[config.mk]
export PLATFORM = sky130hd
export DESIGN_NAME = spoe_cell
export DESIGN_NICKNAME = d
export VERILOG_FILES = /design/src/rtl/spoe_pkg.sv /design/src/rtl/spoe_cell.sv
export SDC_FILE = /design/constraint.sdc
export NUM_CORES = 1
export LEC_CHECK = 0
export BUFFER_PORTS_ARGS = -buffer_cell sky130_fd_sc_hd__buf_2
export CORE_MARGIN = 2
export CORE_UTILIZATION = 46
export DETAILED_ROUTE_END_ITERATION = 7
export PLACE_DENSITY = 0.79
export SKIP_LAST_GASP = 1
export SYNTH_ARGS = -nofsm -noshare
export SYNTH_HDL_FRONTEND = slang
export SYNTH_SLANG_ARGS = --single-unit
[constraint.sdc]
create_clock -name clock -period 8.8 [get_ports clock]
set_clock_uncertainty 0.1 [all_clocks]
set_input_delay 0.44 -clock clock [delete_from_list [all_inputs] [get_ports clock]]
set_output_delay 0.44 -clock clock [all_outputs]
set_load 0.03 [all_outputs]
[src/rtl/spoe_pkg.sv]
package spoe_pkg;

   localparam int OBSERVABLES_DEF = 256;
   localparam int MAX_TERMS_DEF   = 4;
   localparam int QUBITS_DEF      = 1024;

   localparam int CMD_W   = 2;
   localparam int OBS_W   = 8;
   localparam int QUBIT_W = 10;
   localparam int PAULI_W = 2;
   localparam int ACC_W   = 32;

   typedef enum logic [CMD_W-1:0] {
      CMD_LOAD    = 2'd0,
      CMD_MEASURE = 2'd1,
      CMD_READ    = 2'd2
   } cmd_type;

   // basis code that names no Pauli
   localparam logic [PAULI_W-1:0] PAULI_INVALID = 2'd3;

   localparam logic signed [ACC_W-1:0] SUM_MAX = 32'sh7fff_ffff;
   localparam logic signed [ACC_W-1:0] SUM_MIN = 32'sh8000_0000;
   localparam logic [ACC_W-1:0]        CNT_MAX = 32'hffff_ffff;

   // one word moving down the cell chain; sum and cnt collect read data
   typedef struct packed {
      logic                 valid;
      cmd_type              cmd;
      logic [OBS_W-1:0]     obs;
      logic [QUBIT_W-1:0]   qubit;
      logic [PAULI_W-1:0]   pauli;
      logic                 neg;
      logic                 last;
      logic [ACC_W-1:0]     sum;
      logic [ACC_W-1:0]     cnt;
   } word_type;

endpackage

[src/rtl/spoe_cell.sv]
module spoe_cell #(
   parameter int CELL_ID   = 0,
   parameter int MAX_TERMS = spoe_pkg::MAX_TERMS_DEF,
   parameter int QUBITS    = spoe_pkg::QUBITS_DEF
) (
   input  logic               clock,
   input  logic               reset,
   input  spoe_pkg::word_type up_word,
   output spoe_pkg::word_type down_word
);
   import spoe_pkg::*;

   localparam int CW = $clog2(MAX_TERMS + 1);

   logic [QUBIT_W-1:0]      pos_ff   [MAX_TERMS];
   logic [PAULI_W-1:0]      pauli_ff [MAX_TERMS];
   logic [CW-1:0]           count_ff, count_in;
   logic [CW-1:0]           rem_ff, rem_in;
   logic                    prod_ff, prod_in;
   logic                    ovr_ff, ovr_in;
   logic signed [ACC_W-1:0] sum_ff, sum_in;
   logic [ACC_W-1:0]        cnt_ff, cnt_in;
   word_type                word_ff, word_in;

   logic          addressed;
   logic          pauli_ok;
   logic          load_ok;
   logic [CW-1:0] hits;

   assign addressed = (32'(up_word.obs) == 32'(CELL_ID));
   assign pauli_ok  = (up_word.pauli != PAULI_INVALID);
   assign load_ok   = up_word.valid && (up_word.cmd == CMD_LOAD) && addressed && pauli_ok
                      && (32'(up_word.qubit) < 32'(QUBITS))
                      && (32'(count_ff) < 32'(MAX_TERMS));

   always_comb begin
      hits = '0;
      for (int t = 0; t < MAX_TERMS; t++) begin
         if ((32'(t) < 32'(count_ff)) && (pos_ff[t] == up_word.qubit)
             && (pauli_ff[t] == up_word.pauli)) begin
            hits = hits + CW'(1);
         end
      end
   end

   always_comb begin
      count_in = count_ff;
      rem_in   = rem_ff;
      prod_in  = prod_ff;
      ovr_in   = ovr_ff;
      sum_in   = sum_ff;
      cnt_in   = cnt_ff;
      word_in  = up_word;
      if (up_word.valid) begin
         case (up_word.cmd)
            CMD_LOAD: begin
               if (load_ok) begin
                  count_in = count_ff + CW'(1);
                  rem_in   = count_ff + CW'(1);
                  prod_in  = 1'b0;
                  ovr_in   = 1'b0;
               end
            end
            CMD_MEASURE: begin
               if (pauli_ok && (hits != '0)) begin
                  if (hits > rem_ff) begin
                     ovr_in = 1'b1;
                     rem_in = '0;
                  end else begin
                     rem_in = rem_ff - hits;
                  end
                  if (up_word.neg && hits[0]) begin
                     prod_in = ~prod_ff;
                  end
               end
               // close the snapshot: credit a full match, then rearm
               if (up_word.last) begin
                  if ((rem_in == '0) && !ovr_in) begin
                     if (prod_in) begin
                        if (sum_ff != SUM_MIN) sum_in = sum_ff - 32'sd1;
                     end else begin
                        if (sum_ff != SUM_MAX) sum_in = sum_ff + 32'sd1;
                     end
                     if (cnt_ff != CNT_MAX) cnt_in = cnt_ff + 32'd1;
                  end
                  rem_in  = count_ff;
                  prod_in = 1'b0;
                  ovr_in  = 1'b0;
               end
            end
            CMD_READ: begin
               if (addressed) begin
                  word_in.sum = sum_ff;
                  word_in.cnt = cnt_ff;
               end
            end
            default: ;
         endcase
      end
   end

   always_ff @(posedge clock) begin
      if (reset) begin
         count_ff      <= '0;
         rem_ff        <= '0;
         prod_ff       <= 1'b0;
         ovr_ff        <= 1'b0;
         sum_ff        <= '0;
         cnt_ff        <= '0;
         word_ff.valid <= 1'b0;
      end else begin
         count_ff <= count_in;
         rem_ff   <= rem_in;
         prod_ff  <= prod_in;
         ovr_ff   <= ovr_in;
         sum_ff   <= sum_in;
         cnt_ff   <= cnt_in;
         word_ff.valid <= word_in.valid;
      end
      word_ff.cmd   <= word_in.cmd;
      word_ff.obs   <= word_in.obs;
      word_ff.qubit <= word_in.qubit;
      word_ff.pauli <= word_in.pauli;
      word_ff.neg   <= word_in.neg;
      word_ff.last  <= word_in.last;
      word_ff.sum   <= word_in.sum;
      word_ff.cnt   <= word_in.cnt;
   end

   always_ff @(posedge clock) begin
      for (int t = 0; t < MAX_TERMS; t++) begin
         if (load_ok && (32'(count_ff) == 32'(t))) begin
            pos_ff[t]   <= up_word.qubit;
            pauli_ff[t] <= up_word.pauli;
         end
      end
   end

   assign down_word = word_ff;

   a_rem_le_count: assert property (@(posedge clock) disable iff (reset)
      rem_ff <= count_ff)
      else $error("remaining matches exceed term count");

   a_count_bound: assert property (@(posedge clock) disable iff (reset)
      32'(count_ff) <= 32'(MAX_TERMS))
      else $error("term count beyond capacity");

   a_ovr_rem_zero: assert property (@(posedge clock) disable iff (reset)
      ovr_ff |-> (rem_ff == '0))
      else $error("overrun with matches still pending");

   a_cnt_sum: assert property (@(posedge clock) disable iff (reset)
      (cnt_ff == '0) |-> (sum_ff == '0))
      else $error("sum moved without a counted snapshot");

endmodule
==> metrics.yaml <==
detailed_routing:
  drt_pass1_iterations: 5
  drt-initial-drc-count: 475
  route.vias.total: 7420
  post_drt_wl_per_cell_um: 15.5
  avgViaCountPerCell: 5.28
  drcViolationCount: 0
  wl_mm: 21.8
  drt.antenna.violating_nets: 0
floorplanning:
  die_y_extent_um: 149
  start_util_pct: 46.5
  die_x_um: 149
  floorplan.io_pins: 180
  core.rowCount: 53
  core_region_area_um2: 20900
  fp.dieArea_um2: 22300
clock_network:
  clockBufferDepth: 3
  holdBufCountCts: 9
  h-tree-depth: 1
  clock_sinks: 209
  tritoncts.num_buffers: 22
  cts_setup_buffers: 0
  post_cts_resized: 0
  clk_transition_reported_paths_ns: 0.07
  cts_tree: "built"
  clock_insertion_delay_worst_skew_ns: 0.51
  cts_root_buf: "sky130_fd_sc_hd__clkbuf_16"
placement:
  hpwl_after_detailed_placement_mm: 15.3
  port_buffers: 179
  place_inst: 1356
  gp_congestion: 0.888
job:
  drv_cap: 0
logic_synthesis:
  syn-num-nets: 1064
  synthDominantAreaCellType: "sky130_fd_sc_hd__dfxtp_1"
  share_of_the_synthesized_area_in_compound_gates_ao_oa_aoi_oai_pct: 8.32
  post_synth_main_area_contributors: "sky130_fd_sc_hd__dfxtp_1 33%, sky130_fd_sc_hd__edfxtp_1 15%, sky130_fd_sc_hd__mux2_2 6.8%"
  synth_adder_area_share_pct: 6.08
  synth_xor_xnor_area_share_pct: 9.98
  postSynth.asyncResetShare_pct: 0
  synth_cells: 927
  dominantRegCellSynth: "sky130_fd_sc_hd__dfxtp_1"
  synth_top_area_share_pct: 33.2
  synth-seq-area-share_pct: 48.0
  synth_edf_count: 48
  synth.yosys.warnings: 0
  syn_area_um2: 9720
  cell_variety_after_synth: 58
  post_synth_and_or_nand_nor_area_fraction_pct: 15.1
  synth.avg_cell_area_um2: 10.5
  cell_with_the_most_instances_after_synthesis: "sky130_fd_sc_hd__dfxtp_1"
  muxShareOfSynthArea_pct: 10.2
  largest_family_of_logic_cells_by_synthesized_area: "simple AND/OR/NAND/NOR gates"
  synth_seq_cells: 209
  commonest_cells_post_synth: "161 x sky130_fd_sc_hd__dfxtp_1, 106 x sky130_fd_sc_hd__nor2_1, 59 x sky130_fd_sc_hd__mux2_2"
min_path:
  worst_hold_path.num_cells: 1
  worstHoldEndpoint: "down_word[87]"
  worst_hold_startpoint: "up_word[87]"
  hold_class: "in2reg"
cells_and_area:
  diodes_inserted: 0
  fin_nets: 1251
  synthToLayoutAreaGrowth_pct: 20.0
  final_instance_count_excl_fillers: 1405
  drive_gt1_share_pct: 25.0
timing:
  unrepaired_setup_endpoints_after_global_routing: "false"
  final.min_clock_period_ns: 6.49
  post-route-period-util_pct: 73.8
  final-max-slew-violation-count: 0
  setup_violations: 0
  slew_headroom_pct: 28.7
  finalSetupTns_ns: 0
  report.final.hold_viol_count: 0
  fmax_mhz: 154
  worst_pin_slew_ns: 1.07
critical_path:
  critPathMaxFanout: 34
  critical_path_class: "reg2reg"
  ff2ff_setup_slack_ns: 2.31
  critPathRequiredTime_ns: 9.07
  arrival_ns: 6.77
  reg2regPathDepth: 24
  crit_path_end_kind: "flip-flop"
  critical_path.startpoint_type: "flip-flop"
  r2r-start: "pauli_ff[1][1]"
  worst_r2r_endpoint: "sum_ff[30]"
global_routing:
  first_global_vias: 7023
  grt_max_degree: 77
  grt_first_pass_wirelength_mm: 34.3
  overflow: 0
  gr_util_all_layers_pct: 18.8
  number_of_antenna_violations_at_the_first_check_in_global_routing: 0
status:
  run_status: "complete, no violations"
pwr:
  pwr_density_cell_nw_per_um2: 177
  total_leakage_power_uw: 0.00480
  ir_drop_mv: 0.136
report_power, final:
group | internal, uW | switching [uW] | leakage, uW
Combinational | 54.2 | 92.4 | 0.00269
Sequential | 1000 | 5.74 | 0.00176
Clock | 540 | 367 | 0.000340
worst max path at each step:
| stage | startpoint | to |
|---|---|---|
| 2_1_floorplan | up_word[67] | sum_ff[30] |
| 3_3_place_gp | up_word[67] | sum_ff[30] |
| 3_5_place_dp | up_word[67] | sum_ff[30] |
| 4_1_cts | pauli_ff[1][1] | sum_ff[30] |
| 5_1_grt | pauli_ff[1][1] | sum_ff[30] |
| 6_report | pauli_ff[1][1] | sum_ff[30] |
area by class of cell:
class / count / area [um2]
Fill cell: 1821 / 9230
Multi-Input combinational cell: 668 / 4840
Sequential cell: 209 / 4660
Timing Repair Buffer: 191 / 1010
Clock buffer: 32 / 608
Tap cell: 275 / 344
Clock inverter: 8 / 105
Inverter: 22 / 82.6
flip-flops by register name, indices dropped and copies added, names as in the netlist:
name,cells
ovr_ff,1
pauli_ff,8
rem_ff,3
sum_ff,32
pos_ff,40
down_word,89
count_ff,3
cnt_ff,32
prod_ff,1
worst max-delay path, cell delays in order, from the launching register on:
cell and delay [ns]:
sky130_fd_sc_hd__edfxtp_1 0.38, sky130_fd_sc_hd__xor2_1 0.15, sky130_fd_sc_hd__nor4_1 0.34, sky130_fd_sc_hd__nand4_1 0.13, sky130_fd_sc_hd__or4_1 0.57, sky130_fd_sc_hd__inv_1 0.12, sky130_fd_sc_hd__ha_1 0.30, sky130_fd_sc_hd__nand2_1 0.10
sky130_fd_sc_hd__nor2_1 0.05, sky130_fd_sc_hd__mux2_2 0.31, sky130_fd_sc_hd__a2111oi_4 0.42, sky130_fd_sc_hd__xnor2_1 0.34, sky130_fd_sc_hd__inv_1 0.09, sky130_fd_sc_hd__buf_4 0.29, sky130_fd_sc_hd__ha_1 0.40, sky130_fd_sc_hd__nand4_1 0.17
sky130_fd_sc_hd__nor2_1 0.09, sky130_fd_sc_hd__a211o_1 0.30, sky130_fd_sc_hd__or3b_2 0.45, sky130_fd_sc_hd__o21ai_0 0.40, sky130_fd_sc_hd__o31ai_1 0.20, sky130_fd_sc_hd__o41a_1 0.35, sky130_fd_sc_hd__xor2_1 0.15, sky130_fd_sc_hd__mux2i_1 0.13
sky130_fd_sc_hd__nor2_1 0.05
metrics by stage:
| step | setup slack, ns | power, uW | hold slack (ns) | instance area (um2) | utilization [%] |
|---|---|---|---|---|---|
| after floorplan | 2.37 | 1120 | 0.368 | 9720 | - |
| after global placement | 2.18 | 1170 | 0.415 | 10900 | 52.0 |
| after detailed placement | 2.06 | 1170 | 0.422 | 10900 | 52.0 |
| after CTS | 2.31 | 2080 | 0.00342 | 11700 | 55.8 |
| after global routing | 1.80 | 2130 | 0.00925 | 11700 | 55.8 |
| final | 2.31 | 2060 | 0.0253 | 11700 | 55.8 |
per-layer routing:
metal | GRT usage (%) | up-vias | wire [um]
met5 | 0 | - | 0
met4 | 5.48 | 0 | 438
met3 | 2.94 | 35 | 1060
met2 | 32.3 | 187 | 10500
met1 | 24.5 | 3516 | 9790
li1 | - | 3682 | -
placed cells by master, fill, tap and decap left out, types with 4 or more instances in the layout:
cell type / n
sky130_fd_sc_hd__nor2b_1: 9
sky130_fd_sc_hd__clkbuf_16: 22
sky130_fd_sc_hd__nand4_1: 28
sky130_fd_sc_hd__or2_2: 4
sky130_fd_sc_hd__a21o_1: 4
sky130_fd_sc_hd__nor2_1: 106
sky130_fd_sc_hd__o21a_1: 7
sky130_fd_sc_hd__nand2b_1: 13
sky130_fd_sc_hd__nor3_1: 9
sky130_fd_sc_hd__ha_1: 44
sky130_fd_sc_hd__mux2_2: 59
sky130_fd_sc_hd__xnor2_1: 50
sky130_fd_sc_hd__nand2_1: 50
sky130_fd_sc_hd__edfxtp_1: 48
sky130_fd_sc_hd__or4_1: 4
sky130_fd_sc_hd__dlygate4sd3_1: 9
sky130_fd_sc_hd__and3_1: 6
sky130_fd_sc_hd__nor4_1: 19
sky130_fd_sc_hd__dfxtp_1: 161
sky130_fd_sc_hd__clkbuf_1: 8
sky130_fd_sc_hd__a211oi_1: 10
sky130_fd_sc_hd__o211ai_1: 9
sky130_fd_sc_hd__buf_2: 179
sky130_fd_sc_hd__a21oi_1: 34
sky130_fd_sc_hd__mux2i_1: 33
sky130_fd_sc_hd__inv_1: 22
sky130_fd_sc_hd__o21ai_0: 34
sky130_fd_sc_hd__nand3_1: 21
sky130_fd_sc_hd__and2_1: 7
sky130_fd_sc_hd__xor2_1: 58
sky130_fd_sc_hd__or3_1: 7
logic make-up (layout without fill, tap and decap cells):
kind of cell | count (synthesis) | after routing
and+or+nand+nor | 297 | 297
DFF | 209 | 209
AOI/OAI and AO/OA | 124 | 124
xor gates and xnor gates | 109 | 109
muxes | 92 | 92
buffers and inverters | 50 | 253
adders and majority gates | 46 | 46
(Power assumes the default switching activity.)
